[src/sv/mbdpc_pkg.sv]
// package for the multi-button debounce and press classifier
// types, register codes, field widths and reset values shared by all modules
`default_nettype none
package mbdpc_pkg;

    // field widths fixed by the stream format
    localparam int NOW_W      = 32;
    localparam int CNT_W      = 17;
    localparam int IDX_W      = 2;
    localparam int IDX_SPAN   = 4;
    localparam int LIMIT_W    = 16;
    localparam int STEP_W     = 8;
    localparam int LONG_W     = 16;
    localparam int EV_W       = 2;

    // configuration port
    localparam int CFG_IDX_W  = 2;
    localparam int CFG_DATA_W = 16;
    localparam logic [CFG_IDX_W-1:0] REG_DEBOUNCE_LIMIT = 2'd0;
    localparam logic [CFG_IDX_W-1:0] REG_SAMPLE_STEP    = 2'd1;
    localparam logic [CFG_IDX_W-1:0] REG_LONG_PRESS     = 2'd2;

    localparam logic [LIMIT_W-1:0] RST_DEBOUNCE_LIMIT = 16'd20;
    localparam logic [STEP_W-1:0]  RST_SAMPLE_STEP    = 8'd10;
    localparam logic [LONG_W-1:0]  RST_LONG_PRESS     = 16'd2000;

    // item kinds carried in tuser
    localparam logic MODE_SAMPLE = 1'b0;
    localparam logic MODE_FETCH  = 1'b1;

    // result beat: event_res, any_pressed, max_press_ms
    localparam int OUT_W       = EV_W + 1 + NOW_W;
    localparam int OUT_TDATA_W = ((OUT_W + 7) / 8) * 8;

    typedef enum logic [EV_W-1:0] {
        EV_NONE  = 2'd0,
        EV_SHORT = 2'd1,
        EV_LONG  = 2'd2
    } t_event;

    typedef struct packed {
        logic [LIMIT_W-1:0] debounce_limit;
        logic [STEP_W-1:0]  sample_step;
        logic [LONG_W-1:0]  long_press;
    } t_cfg;

    // what one button lane reports after the current beat
    typedef struct packed {
        logic             pressed;
        logic [NOW_W-1:0] held;
        t_event           evt;
    } t_lane_stat;

endpackage
`default_nettype wire

[src/sv/mbdpc_lane.sv]
// one button lane: debounce counter, stable level, press timing, latched event
// depends on mbdpc_pkg
`default_nettype none
module mbdpc_lane (
    input  wire                     i_clk,
    input  wire                     i_rst_n,
    input  wire mbdpc_pkg::t_cfg    i_cfg,
    input  wire                     i_upd,
    input  wire                     i_clr,
    input  wire                     i_raw,
    input  wire [mbdpc_pkg::NOW_W-1:0] i_now,
    output mbdpc_pkg::t_lane_stat   o_stat
);
    import mbdpc_pkg::*;

    logic             r_stable;
    logic             r_prev;
    logic [CNT_W-1:0] r_cnt;
    logic [NOW_W-1:0] r_start;
    t_event           r_evt;

    logic             n_stable;
    logic             n_prev;
    logic [CNT_W-1:0] n_cnt;
    logic [NOW_W-1:0] n_start;
    t_event           n_evt;

    logic [CNT_W-1:0] w_limit;
    logic [NOW_W-1:0] w_since;
    logic             w_settled;
    logic             w_press;
    logic             w_release;

    assign w_limit = {1'b0, i_cfg.debounce_limit};
    assign w_since = i_now - r_start;

    always_comb begin
        n_cnt     = r_cnt;
        n_prev    = r_prev;
        n_stable  = r_stable;
        n_start   = r_start;
        n_evt     = r_evt;
        w_settled = 1'b0;
        w_press   = 1'b0;
        w_release = 1'b0;
        if (i_upd) begin
            if (i_raw == r_prev) begin
                if (r_cnt < w_limit) begin
                    n_cnt = r_cnt + CNT_W'(i_cfg.sample_step);
                end
            end else begin
                n_cnt = '0;
            end
            n_prev    = i_raw;
            w_settled = (n_cnt >= w_limit);
            if (w_settled) begin
                n_stable  = i_raw;
                w_press   = r_stable & ~i_raw;
                w_release = ~r_stable & i_raw;
            end
            if (w_press) begin
                n_start = i_now;
            end else if (w_release) begin
                n_start = '0;
                n_evt   = (w_since >= NOW_W'(i_cfg.long_press)) ? EV_LONG : EV_SHORT;
            end
        end else if (i_clr) begin
            n_evt = EV_NONE;
        end
    end

    always_ff @(posedge i_clk) begin
        if (!i_rst_n) begin
            r_stable <= 1'b1;
            r_prev   <= 1'b1;
            r_cnt    <= '0;
            r_start  <= '0;
            r_evt    <= EV_NONE;
        end else begin
            r_stable <= n_stable;
            r_prev   <= n_prev;
            r_cnt    <= n_cnt;
            r_start  <= n_start;
            r_evt    <= n_evt;
        end
    end

    // hold time after this beat; a fresh press or a zero start counts as none
    always_comb begin
        o_stat.pressed = ~n_stable;
        o_stat.held    = (~n_stable && (r_start != '0) && !w_press) ? w_since : '0;
        o_stat.evt     = r_evt;
    end

endmodule
`default_nettype wire

[src/sv/mbdpc_merge.sv]
// merge stage: registered max tree over lane hold times, carries event and flag
// depends on mbdpc_pkg; the last tree level is the output register
`default_nettype none
module mbdpc_merge #(
    parameter int BUTTONS = 4
) (
    input  wire                        i_clk,
    input  wire                        i_rst_n,
    input  wire                        i_vld,
    output logic                       o_rdy,
    input  wire [mbdpc_pkg::NOW_W-1:0] i_held [BUTTONS],
    input  wire                        i_any,
    input  wire mbdpc_pkg::t_event     i_ev,
    output logic                       o_vld,
    input  wire                        i_out_rdy,
    output logic [mbdpc_pkg::NOW_W-1:0] o_max,
    output logic                       o_any,
    output mbdpc_pkg::t_event          o_ev
);
    import mbdpc_pkg::*;

    localparam int LEVELS = (BUTTONS > 1) ? $clog2(BUTTONS) : 0;
    localparam int LEAVES = 1 << LEVELS;

    logic [NOW_W-1:0] w_leaf [LEAVES];
    logic [NOW_W-1:0] r_max  [LEVELS+1][LEAVES];
    logic             r_any  [LEVELS+1];
    t_event           r_ev   [LEVELS+1];
    logic [LEVELS:0]  r_vld;
    logic [LEVELS:0]  w_rdy;
    logic [LEVELS:0]  w_vin;

    for (genvar j = 0; j < LEAVES; j++) begin : g_leaf
        if (j < BUTTONS) begin : g_used
            assign w_leaf[j] = i_held[j];
        end else begin : g_pad
            assign w_leaf[j] = '0;
        end
    end

    // a stage loads when it is empty or its contents move on
    always_comb begin
        w_rdy[LEVELS] = !r_vld[LEVELS] || i_out_rdy;
        for (int k = LEVELS - 1; k >= 0; k--) begin
            w_rdy[k] = !r_vld[k] || w_rdy[k+1];
        end
        w_vin[0] = i_vld;
        for (int k = 1; k <= LEVELS; k++) begin
            w_vin[k] = r_vld[k-1];
        end
    end

    always_ff @(posedge i_clk) begin
        if (!i_rst_n) begin
            r_vld <= '0;
        end else begin
            for (int k = 0; k <= LEVELS; k++) begin
                if (w_rdy[k]) begin
                    r_vld[k] <= w_vin[k];
                end
            end
        end
    end

    always_ff @(posedge i_clk) begin
        if (w_rdy[0] && w_vin[0]) begin
            for (int j = 0; j < LEAVES; j++) begin
                r_max[0][j] <= w_leaf[j];
            end
            r_any[0] <= i_any;
            r_ev[0]  <= i_ev;
        end
        for (int k = 1; k <= LEVELS; k++) begin
            if (w_rdy[k] && w_vin[k]) begin
                for (int j = 0; j < LEAVES / 2; j++) begin
                    if (j < (LEAVES >> k)) begin
                        r_max[k][j] <= (r_max[k-1][2*j] >= r_max[k-1][2*j+1]) ?
                                       r_max[k-1][2*j] : r_max[k-1][2*j+1];
                    end
                end
                r_any[k] <= r_any[k-1];
                r_ev[k]  <= r_ev[k-1];
            end
        end
    end

    assign o_rdy = w_rdy[0];
    assign o_vld = r_vld[LEVELS];
    assign o_max = r_max[LEVELS][0];
    assign o_any = r_any[LEVELS];
    assign o_ev  = r_ev[LEVELS];

endmodule
`default_nettype wire

[src/sv/multi_button_debounce_press_classifier_top.sv]
// top level of the multi-button debounce and short/long press classifier
// depends on mbdpc_pkg, mbdpc_lane and mbdpc_merge
//
// Debounces BUTTONS active-low buttons and classifies each release as a short
// or a long press. Every input beat gives exactly one result beat. A sample
// beat (tuser = 0) carries the raw levels and the current millisecond time;
// each button has its own lane that updates its debounce counter, stable
// level, press start time and latched event in the cycle the beat is taken.
// A fetch beat (tuser = 1) returns the latched event of one button and clears
// it; an index at or above BUTTONS returns no event. Each result also reports
// whether any button is held and the longest current hold time, found by a
// registered max tree over the lanes. One beat is taken every cycle while the
// output side keeps up; each result passes through the leaf register and every
// level of the max tree before it appears. Bubbles in the tree are squeezed
// out, so while a finished result waits at the output the input stays ready
// until every tree stage holds a beat. Configuration writes land at once and
// are meant for times when no beat is in flight.
`default_nettype none
module multi_button_debounce_press_classifier_top #(
    parameter int BUTTONS = 4
) (
    input  wire                 i_clk,
    input  wire                 i_rst_n,
    // input stream
    input  wire                 i_s_axis_tvalid,
    output logic                o_s_axis_tready,
    // now_ms[31:0], raw_levels[32 +: BUTTONS], button_index, zero fill
    input  wire [(((mbdpc_pkg::NOW_W + BUTTONS + mbdpc_pkg::IDX_W) + 7) / 8) * 8 - 1:0]
                                i_s_axis_tdata,
    // mode[0]
    input  wire [0:0]           i_s_axis_tuser,
    // result stream
    output logic                o_m_axis_tvalid,
    input  wire                 i_m_axis_tready,
    // event_res[1:0], any_pressed[2], max_press_ms[34:3], zero fill
    output logic [mbdpc_pkg::OUT_TDATA_W-1:0] o_m_axis_tdata,
    // configuration writes
    input  wire                 i_cfg_we,
    input  wire [mbdpc_pkg::CFG_IDX_W-1:0]  i_cfg_idx,
    input  wire [mbdpc_pkg::CFG_DATA_W-1:0] i_cfg_wdata
);
    import mbdpc_pkg::*;

    // register file: limit, step and long-press threshold
    t_cfg r_cfg;

    always_ff @(posedge i_clk) begin
        if (!i_rst_n) begin
            r_cfg.debounce_limit <= RST_DEBOUNCE_LIMIT;
            r_cfg.sample_step    <= RST_SAMPLE_STEP;
            r_cfg.long_press     <= RST_LONG_PRESS;
        end else if (i_cfg_we) begin
            unique case (i_cfg_idx)
                REG_DEBOUNCE_LIMIT: r_cfg.debounce_limit <= i_cfg_wdata[LIMIT_W-1:0];
                REG_SAMPLE_STEP:    r_cfg.sample_step    <= i_cfg_wdata[STEP_W-1:0];
                REG_LONG_PRESS:     r_cfg.long_press     <= i_cfg_wdata[LONG_W-1:0];
                default: ;  // writes past the register list are dropped
            endcase
        end
    end

    // unpack the input beat
    logic               w_mode;
    logic [NOW_W-1:0]   w_now;
    logic [BUTTONS-1:0] w_raw;
    logic [IDX_W-1:0]   w_idx;

    assign w_mode = i_s_axis_tuser[0];
    assign w_now  = i_s_axis_tdata[NOW_W-1:0];
    assign w_raw  = i_s_axis_tdata[NOW_W +: BUTTONS];
    assign w_idx  = i_s_axis_tdata[NOW_W + BUTTONS +: IDX_W];

    logic w_accept;
    logic w_sample;
    logic w_fetch;

    assign w_accept = i_s_axis_tvalid && o_s_axis_tready;
    assign w_sample = w_accept && (w_mode == MODE_SAMPLE);
    assign w_fetch  = w_accept && (w_mode == MODE_FETCH);

    // one lane per button
    t_lane_stat         w_stat [BUTTONS];
    logic [NOW_W-1:0]   w_held [BUTTONS];
    logic [BUTTONS-1:0] w_pressed;
    logic [BUTTONS-1:0] w_clr;

    for (genvar g = 0; g < BUTTONS; g++) begin : g_lane
        // only the buttons the index field can name are ever fetched
        if (g < IDX_SPAN) begin : g_fetchable
            assign w_clr[g] = w_fetch && (w_idx == IDX_W'(g));
        end else begin : g_unreachable
            assign w_clr[g] = 1'b0;
        end

        mbdpc_lane u_lane (
            .i_clk   (i_clk),
            .i_rst_n (i_rst_n),
            .i_cfg   (r_cfg),
            .i_upd   (w_sample),
            .i_clr   (w_clr[g]),
            .i_raw   (w_raw[g]),
            .i_now   (w_now),
            .o_stat  (w_stat[g])
        );

        assign w_held[g]    = w_stat[g].held;
        assign w_pressed[g] = w_stat[g].pressed;
    end

    // event picked by a fetch, none for a missing button or a sample beat
    t_event w_fetch_ev [IDX_SPAN];
    t_event w_ev;

    for (genvar j = 0; j < IDX_SPAN; j++) begin : g_fetch_ev
        if (j < BUTTONS) begin : g_present
            assign w_fetch_ev[j] = w_stat[j].evt;
        end else begin : g_absent
            assign w_fetch_ev[j] = EV_NONE;
        end
    end

    assign w_ev = (w_mode == MODE_FETCH) ? w_fetch_ev[w_idx] : EV_NONE;

    // max tree and output register
    logic [NOW_W-1:0] w_max;
    logic             w_any;
    t_event           w_out_ev;

    mbdpc_merge #(
        .BUTTONS (BUTTONS)
    ) u_merge (
        .i_clk     (i_clk),
        .i_rst_n   (i_rst_n),
        .i_vld     (i_s_axis_tvalid),
        .o_rdy     (o_s_axis_tready),
        .i_held    (w_held),
        .i_any     (|w_pressed),
        .i_ev      (w_ev),
        .o_vld     (o_m_axis_tvalid),
        .i_out_rdy (i_m_axis_tready),
        .o_max     (w_max),
        .o_any     (w_any),
        .o_ev      (w_out_ev)
    );

    assign o_m_axis_tdata = {{(OUT_TDATA_W - OUT_W){1'b0}}, w_max, w_any, w_out_ev};

endmodule
`default_nettype wire

[config.mk]
export PLATFORM = sky130hd
export DESIGN_NAME = multi_button_debounce_press_classifier_top
export DESIGN_NICKNAME = d
export VERILOG_FILES = /design/src/sv/mbdpc_pkg.sv /design/src/sv/mbdpc_lane.sv /design/src/sv/mbdpc_merge.sv /design/src/sv/multi_button_debounce_press_classifier_top.sv
export SDC_FILE = /design/constraint.sdc
export NUM_CORES = 2
export LEC_CHECK = 0
export BUFFER_PORTS_ARGS = -buffer_cell sky130_fd_sc_hd__buf_4
export CORE_MARGIN = 5
export CORE_UTILIZATION = 41
export CTS_CLUSTER_DIAMETER = 200
export DETAILED_ROUTE_END_ITERATION = 6
export GPL_TIMING_DRIVEN = 0
export SETUP_SLACK_MARGIN = 0.02
export SLEW_MARGIN = 0
export SYNTH_ARGS = -nofsm -noshare
export SYNTH_HDL_FRONTEND = slang
export SYNTH_HIERARCHICAL = 1
export SYNTH_SLANG_ARGS = --single-unit
[constraint.sdc]
create_clock -name i_clk -period 8.42 [get_ports i_clk]
set_input_delay 0 -clock i_clk [delete_from_list [all_inputs] [get_ports i_clk]]
set_output_delay 0 -clock i_clk [all_outputs]
set_load 0.05 [all_outputs]
# --- Word level (Yosys, flattened, before mapping) ---
# Memories as Yosys holds them, arrays and structs flattened.
# Index checks and enable logic that the tools add are counted.
totals:
  ff_bits: 255
  ramBits: 393
  in_bits: 64
  out_inout_bits: 42
  n_memories: 3
mem_list:
  columns: ["name", "words", "width", "rd", "rd_clocked_by_memory_dff", "wr", "line_no", "rtl"]
  rows:
  - ["u_merge.r_max", 3, 128, 3, 0, 3, "mbdpc_merge.sv:26", "logic [NOW_W-1:0] r_max [LEVELS+1][LEAVES];"]
  - ["u_merge.r_ev", 3, 2, 3, 0, 3, "mbdpc_merge.sv:28", "t_event r_ev [LEVELS+1];"]
  - ["u_merge.r_any", 3, 1, 3, 0, 3, "mbdpc_merge.sv:27", "logic r_any [LEVELS+1];"]
op_classes:
  addsub: 8
  order_cmp: 16
  eq_ne: 17
  mux: 85
  bitwise: 22
  n_reduce_logical: 53
op_table:
  columns: ["operator", "count"]
  rows:
  - ["2-to-1 mux 32 bit", 15]
  - ["2-to-1 mux 17 bit", 12]
  - [">= comparator 32 x 16 -> 1 bit", 4]
  - ["nonzero test 32 bit", 4]
  - ["subtractor 32 bit", 4]
  - [">= comparator 32 bit", 3]
  - ["adder 17 x 8 -> 17 bit", 4]
  - [">= comparator 17 x 16 -> 1 bit", 4]
  - ["< comparator 17 x 16 -> 1 bit", 4]
  - ["2-to-1 mux 2 bit", 23]
  - ["2-to-1 mux 1 bit", 34]
  - ["logical AND 1 bit", 17]
  - ["nonzero test 2 bit", 8]
  - ["AND reduction 2 bit", 7]
  - ["inverter 1 bit", 13]
  - ["AND reduction 3 bit", 4]
  - ["!= test 2 bit (second input constant)", 5]
  - ["bitwise AND 1 bit", 8]
  - ["logical NOT 1 bit", 7]
  - ["equality test 2 bit (second input constant)", 3]
  - ["!= test 2 x 1 -> 1 bit (second input constant)", 3]
  - ["binary-select mux 2 bit (select 2 bit)", 1]
  - ["equality test 1 bit", 4]
  - ["equality test 2 x 1 -> 1 bit (second input constant)", 2]
  - ["other kinds (5)", 8]

# --- Longest topological paths before layout ---
logic_depth:
  word_depth: 14
  ltp_mapped: 22

# --- Modules after synthesis ---
# Netlist, hierarchy kept.
by_module_without_submodules:
  columns: ["mod", "instances", "cells_each", "area_each_um2", "seq_area_each_um2"]
  rows:
  - ["mbdpc_lane at g_lane[0].u_lane ...", 3, 800, 6004.5, 1061.0]
  - ["mbdpc_merge", 1, 716, 10940.5, 7056.8]
  - ["mbdpc_lane at g_lane[1].u_lane", 1, 838, 6028.3, 1061.0]
  - ["multi_button_debounce_press_classifier_top", 1, 186, 1754.2, 800.8]

# --- Least setup slack after synthesis ---
# OpenSTA, ideal clock, no wires.
synth_timing:
  kind: "reg2reg"
  start: "register u_merge.r_vld[0]"
  end: "memory u_merge.r_any[0][0] (enable)"
  setup_ns: 0.700
  arrival_time_ns: 7.408
  required_time_ns: 7.720
  slack_ns: 0.312
  stages_incl_launch_ff: 2
  period_less_slack_ns: 8.108
  path_cell_list: "dfxtp_1 -> a31oi_1"
synth_rtl:
  columns: ["item", "line_no", "rtl"]
  rows:
  - ["start: declaration", "mbdpc_merge.sv:29", "logic [LEVELS:0] r_vld;"]
  - ["start signal: indexed assignment", "mbdpc_merge.sv:59", "r_vld[k] <= w_vin[k];"]
  - ["end: declaration", "mbdpc_merge.sv:27", null]

==> reports/metrics.json <==
{
  "power.ir.vdd_worst": {"value": 0.155, "unit": "mV"},
  "yosys.area.top_type": {"value": "sky130_fd_sc_hd__edfxtp_1"},
  "grt_setup_unrepaired": {"value": "false"},
  "max-clock-path-buffers": {"value": 3},
  "cts_made_buffers": {"value": 57},
  "finalCritPeriodShare": {"value": 0.818},
  "layout_common_cells": {"value": "sky130_fd_sc_hd__ha_1, sky130_fd_sc_hd__inv_1, sky130_fd_sc_hd__a21oi_1, sky130_fd_sc_hd__nand2_1, sky130_fd_sc_hd__nor2_1"},
  "p_seq_frac": {"value": 0.407},
  "fp.dieW": {"value": 309, "unit": "um"},
  "rows": {"value": 109},
  "number_of_violations_of_the_max_capacitance_limit": {"value": 0},
  "drtIter0Drc": {"value": 2878},
  "run_status": {"value": "completed"},
  "cts_htree_levels": {"value": 2},
  "period_minus_slack": {"value": 6.89, "unit": "ns"},
  "setup_viol_count_final": {"value": 0},
  "worstSetupEndpoint": {"value": "u_merge/r_any[0][0]$_DFFE_PP_"},
  "die_area": {"value": 0.0957, "unit": "sq mm"},
  "synth.top_cells.by_area": {"value": "sky130_fd_sc_hd__edfxtp_1, sky130_fd_sc_hd__ha_1, sky130_fd_sc_hd__dfxtp_1, sky130_fd_sc_hd__a21oi_1, sky130_fd_sc_hd__inv_1"},
  "synth-edff-count": {"value": 233},
  "io-pin-count": {"value": 106},
  "buffers_inserted_during_post_cts_setup_optimization": {"value": 0},
  "hold_path_startpoint": {"value": "i_s_axis_tdata[37]"},
  "pwr-share-comb": {"value": 0.202},
  "port-buffer-count": {"value": 93},
  "layout.nets": {"value": 4889},
  "pwr-share-clk": {"value": 0.391},
  "critical_path_peak_fanout": {"value": 10},
  "switching_share": {"value": 0.300},
  "powerDensity": {"value": 155, "unit": "mW/mm^2"},
  "drc": {"value": 0},
  "yosys_warnings": {"value": 6},
  "post-dp-hpwl": {"value": 92500, "unit": "um"},
  "crit_chain": {"value": "inv_1 -> ha_1 -> and4_1 -> a221oi_1 -> o211ai_1 -> a21oi_1 -> o21ai_1 -> a2111o_1 -> clkbuf_1 -> or3_1 -> a21oi_1 -> ha_1 -> nand3_1 -> nor2_1 -> o2111ai_1 -> o21ai_0 -> a211o_1 -> nor2_1 -> nor2_1 -> clkbuf_1 -> a21oi_1 -> or4_1"},
  "worst-slew-pin-transition": {"value": 1.32, "unit": "ns"},
  "path_clk_slew": {"value": 0.06, "unit": "ns"},
  "syn_inst": {"value": 4140},
  "floorplan.initialDensity": {"value": 0.414},
  "worst_ep_arrival_time": {"value": 7.25, "unit": "ns"},
  "detail-route-antenna-nets": {"value": 0},
  "grt_start_max_net_pins": {"value": 33},
  "hold_path.class": {"value": "in -> reg"},
  "grt_util_all_layers": {"value": 0.242},
  "reg_to_reg_slack_setup": {"value": 1.53, "unit": "ns"},
  "worst-r2r-cell-count": {"value": 22},
  "synth_seq_area_share": {"value": 0.329},
  "syn-mean-instance-area": {"value": 8.87, "unit": "sq um"},
  "vias": {"value": 31624},
  "synthFlopType": {"value": "sky130_fd_sc_hd__dfxtp_1"},
  "drv_slew": {"value": 0},
  "cts-root-buf": {"value": "sky130_fd_sc_hd__clkbuf_16"},
  "fmax": {"value": 145, "unit": "MHz"},
  "clock_sink_total": {"value": 488},
  "drt_wl_total": {"value": 119000, "unit": "um"},
  "worst-endpoint-required": {"value": 8.78, "unit": "ns"},
  "place_congestion": {"value": 0.960},
  "netlist_area": {"value": 0.0367, "unit": "sq mm"},
  "crit-reg2reg-capture": {"value": "u_merge/r_any[0][0]$_DFFE_PP_"},
  "leakage": {"value": 0.0169, "unit": "uW"},
  "via_per_inst": {"value": 5.66},
  "postSynthRegisterBits": {"value": 488},
  "clock_insertion_delay_worst_skew": {"value": 0.65, "unit": "ns"},
  "firstDrtPassIters": {"value": 6},
  "dieHeight": {"value": 309, "unit": "um"},
  "peak_per_stage_delay_on_the_critical_path": {"value": 0.65, "unit": "ns"},
  "area.growth.synth_to_final": {"value": 13.7, "unit": "%"},
  "power_report.internal_total": {"value": 4540, "unit": "uW"},
  "finalHoldViolations": {"value": 0},
  "synth.distinct_cells": {"value": 87},
  "cts_tree": {"value": "yes"},
  "antenna_found_initial": {"value": 3},
  "placedInstanceArea": {"value": 0.0391, "unit": "sq mm"},
  "final_core_utilization": {"value": 0.471},
  "timing.slew.headroom": {"value": 0.113},
  "cp-end-kind": {"value": "flip-flop"},
  "power.switching": {"value": 1950, "unit": "uW"},
  "post-route-cell-area": {"value": 0.0418, "unit": "sq mm"},
  "layout.cells.most_common": {"value": "sky130_fd_sc_hd__ha_1"},
  "timing.setup.critical_path_class": {"value": "reg -> reg"},
  "synth_largest_type_area_fraction": {"value": 0.190},
  "setup.worst_path.start_class": {"value": "flip-flop"},
  "wl_per_cell": {"value": 21.4, "unit": "um"},
  "layout-drive-gt1-share": {"value": 0.0886},
  "critPathSlowestCell": {"value": "sky130_fd_sc_hd__clkbuf_1"},
  "globalRouteOverflowTotal": {"value": 0},
  "finalClockSkew": {"value": 0.0327, "unit": "ns"},
  "async_flop_share": {"value": 0},
  "grt_pass1_wl": {"value": 179000, "unit": "um"},
  "insertedDiodeCount": {"value": 0},
  "setup.worst_path.start": {"value": "r_cfg[31]$_SDFFE_PN0P_"},
  "first_global_vias": {"value": 29561},
  "placeableCoreArea": {"value": 0.0886, "unit": "sq mm"},
  "r2r_start": {"value": "r_cfg[31]$_SDFFE_PN0P_"}
}
## final cells by class
type                       instances  area [sq um]
inverter                         425          1600
buffer                           213          1070
tap                             1165          1460
clock inverter                    37           400
multi-input combinational       3018         22000
fill                            8571         46900
clock buffer                      69          1510
timing repair buffer             174          1610
sequential                       488         12100
## flip-flops by register name (all words and copies together), names as in the netlist
name and flops:
g_lane.u_lane/r_cnt 68, g_lane.u_lane/r_evt 8, g_lane.u_lane/r_prev 4, g_lane.u_lane/r_stable 4, g_lane.u_lane/r_start 128, r_cfg 40, u_merge/r_any 3, u_merge/r_ev 6
u_merge/r_max 224, u_merge/r_vld 3
## worst min path at each step
stage | cells past startpoint | to | slack, ns
final | 3 | u_merge/r_ev[0][1]$_DFFE_PP_ | 0.07
after floorplan | 1 | g_lane[1].u_lane/r_stable$_SDFF_PN1_ | 0.06
after detailed placement | 3 | r_cfg[33]$_SDFFE_PN0P_ | 0.29
after global routing | 3 | u_merge/r_ev[0][1]$_DFFE_PP_ | 0.08
after global placement | 3 | r_cfg[34]$_SDFFE_PN0P_ | 0.28
after CTS | 3 | u_merge/r_ev[0][1]$_DFFE_PP_ | 0.03
## power by group through the flow
stage / clock [uW] / sequential [uW] / combinational [uW]
4_1_cts: 2590 / 2640 / 1300
5_1_grt: 2690 / 2640 / 1440
3_3_place_gp: 0 / 2700 / 1240
6_report: 2530 / 2640 / 1310
2_1_floorplan: 0 / 2650 / 890
3_5_place_dp: 0 / 2690 / 1260
## cell families (layout without fill, tap and decap cells)
logic type	count (synthesis)	count (layout)	synth area share
AND/OR/NAND/NOR	1200	1200	0.166
AO/OA/AOI/OAI	1043	1043	0.191
buffers and inverters	638	918	0.0726
flip-flops	488	488	0.329
adder cells (fa/ha/maj)	448	448	0.154
multiplexers	175	175	0.0510
XOR/XNOR	147	147	0.0350
other	1	5	0.000102
## metrics by stage
step / hold WS (ns) / instances / setup TNS, ns / total power, uW / setup slack (ns)
after global routing: 0.0839 / 5589 / 0 / 6770 / 1.29
after detailed placement: 0.292 / 5411 / 0 / 3950 / 1.69
after global placement: 0.277 / 5402 / -466.44 / 3950 / -3.46
final: 0.0674 / 5589 / 0 / 6480 / 1.53
after floorplan: 0.0619 / 4144 / 0 / 3540 / 0.312
after CTS: 0.0335 / 5589 / 0 / 6520 / 1.63
## timing repair
| item | in CTS | in global routing |
|---|---|---|
| resized for setup | 0 | 0 |
| hold buffers | 72 | 0 |
| endpoints found under the setup margin | 0 | 0 |
| hold endpoints to repair | 199 | 0 |
## cells in the mapped netlist, drive strengths merged, types with 44 or more instances
cell    count
nor4       57
nor2      272
inv       425
a22o       96
ha        440
a21o       89
dfxtp     255
o211ai     45
nand3     106
mux2       97
nor2b      47
buf        75
nor3       87
clkbuf    138
nand2     298
xor2       54
xnor2      93
nand4      72
a21oi     361
mux2i      78
edfxtp    233
o21ai     148
and3       44
## metal layers
metal / vias to the layer above / share of wire / GRT usage
met5: - / 0.00011 / 0
li1: 15560 / - / -
met3: 204 / 0.063 / 0.0281
met1: 14831 / 0.45 / 0.341
met4: 2 / 0.041 / 0.0862
met2: 1027 / 0.44 / 0.388
## worst max-delay path, delay by kind of cell, from the launching register on
kind	cells	cell delay, ns
AOI/OAI and AO/OA	10	2.36
adders and majority gates	2	0.49
DFF	1	0.61
and+or+nand+nor	7	2.10
buffers and inverters	3	1.03
Power figures use the tool's default switching activity.
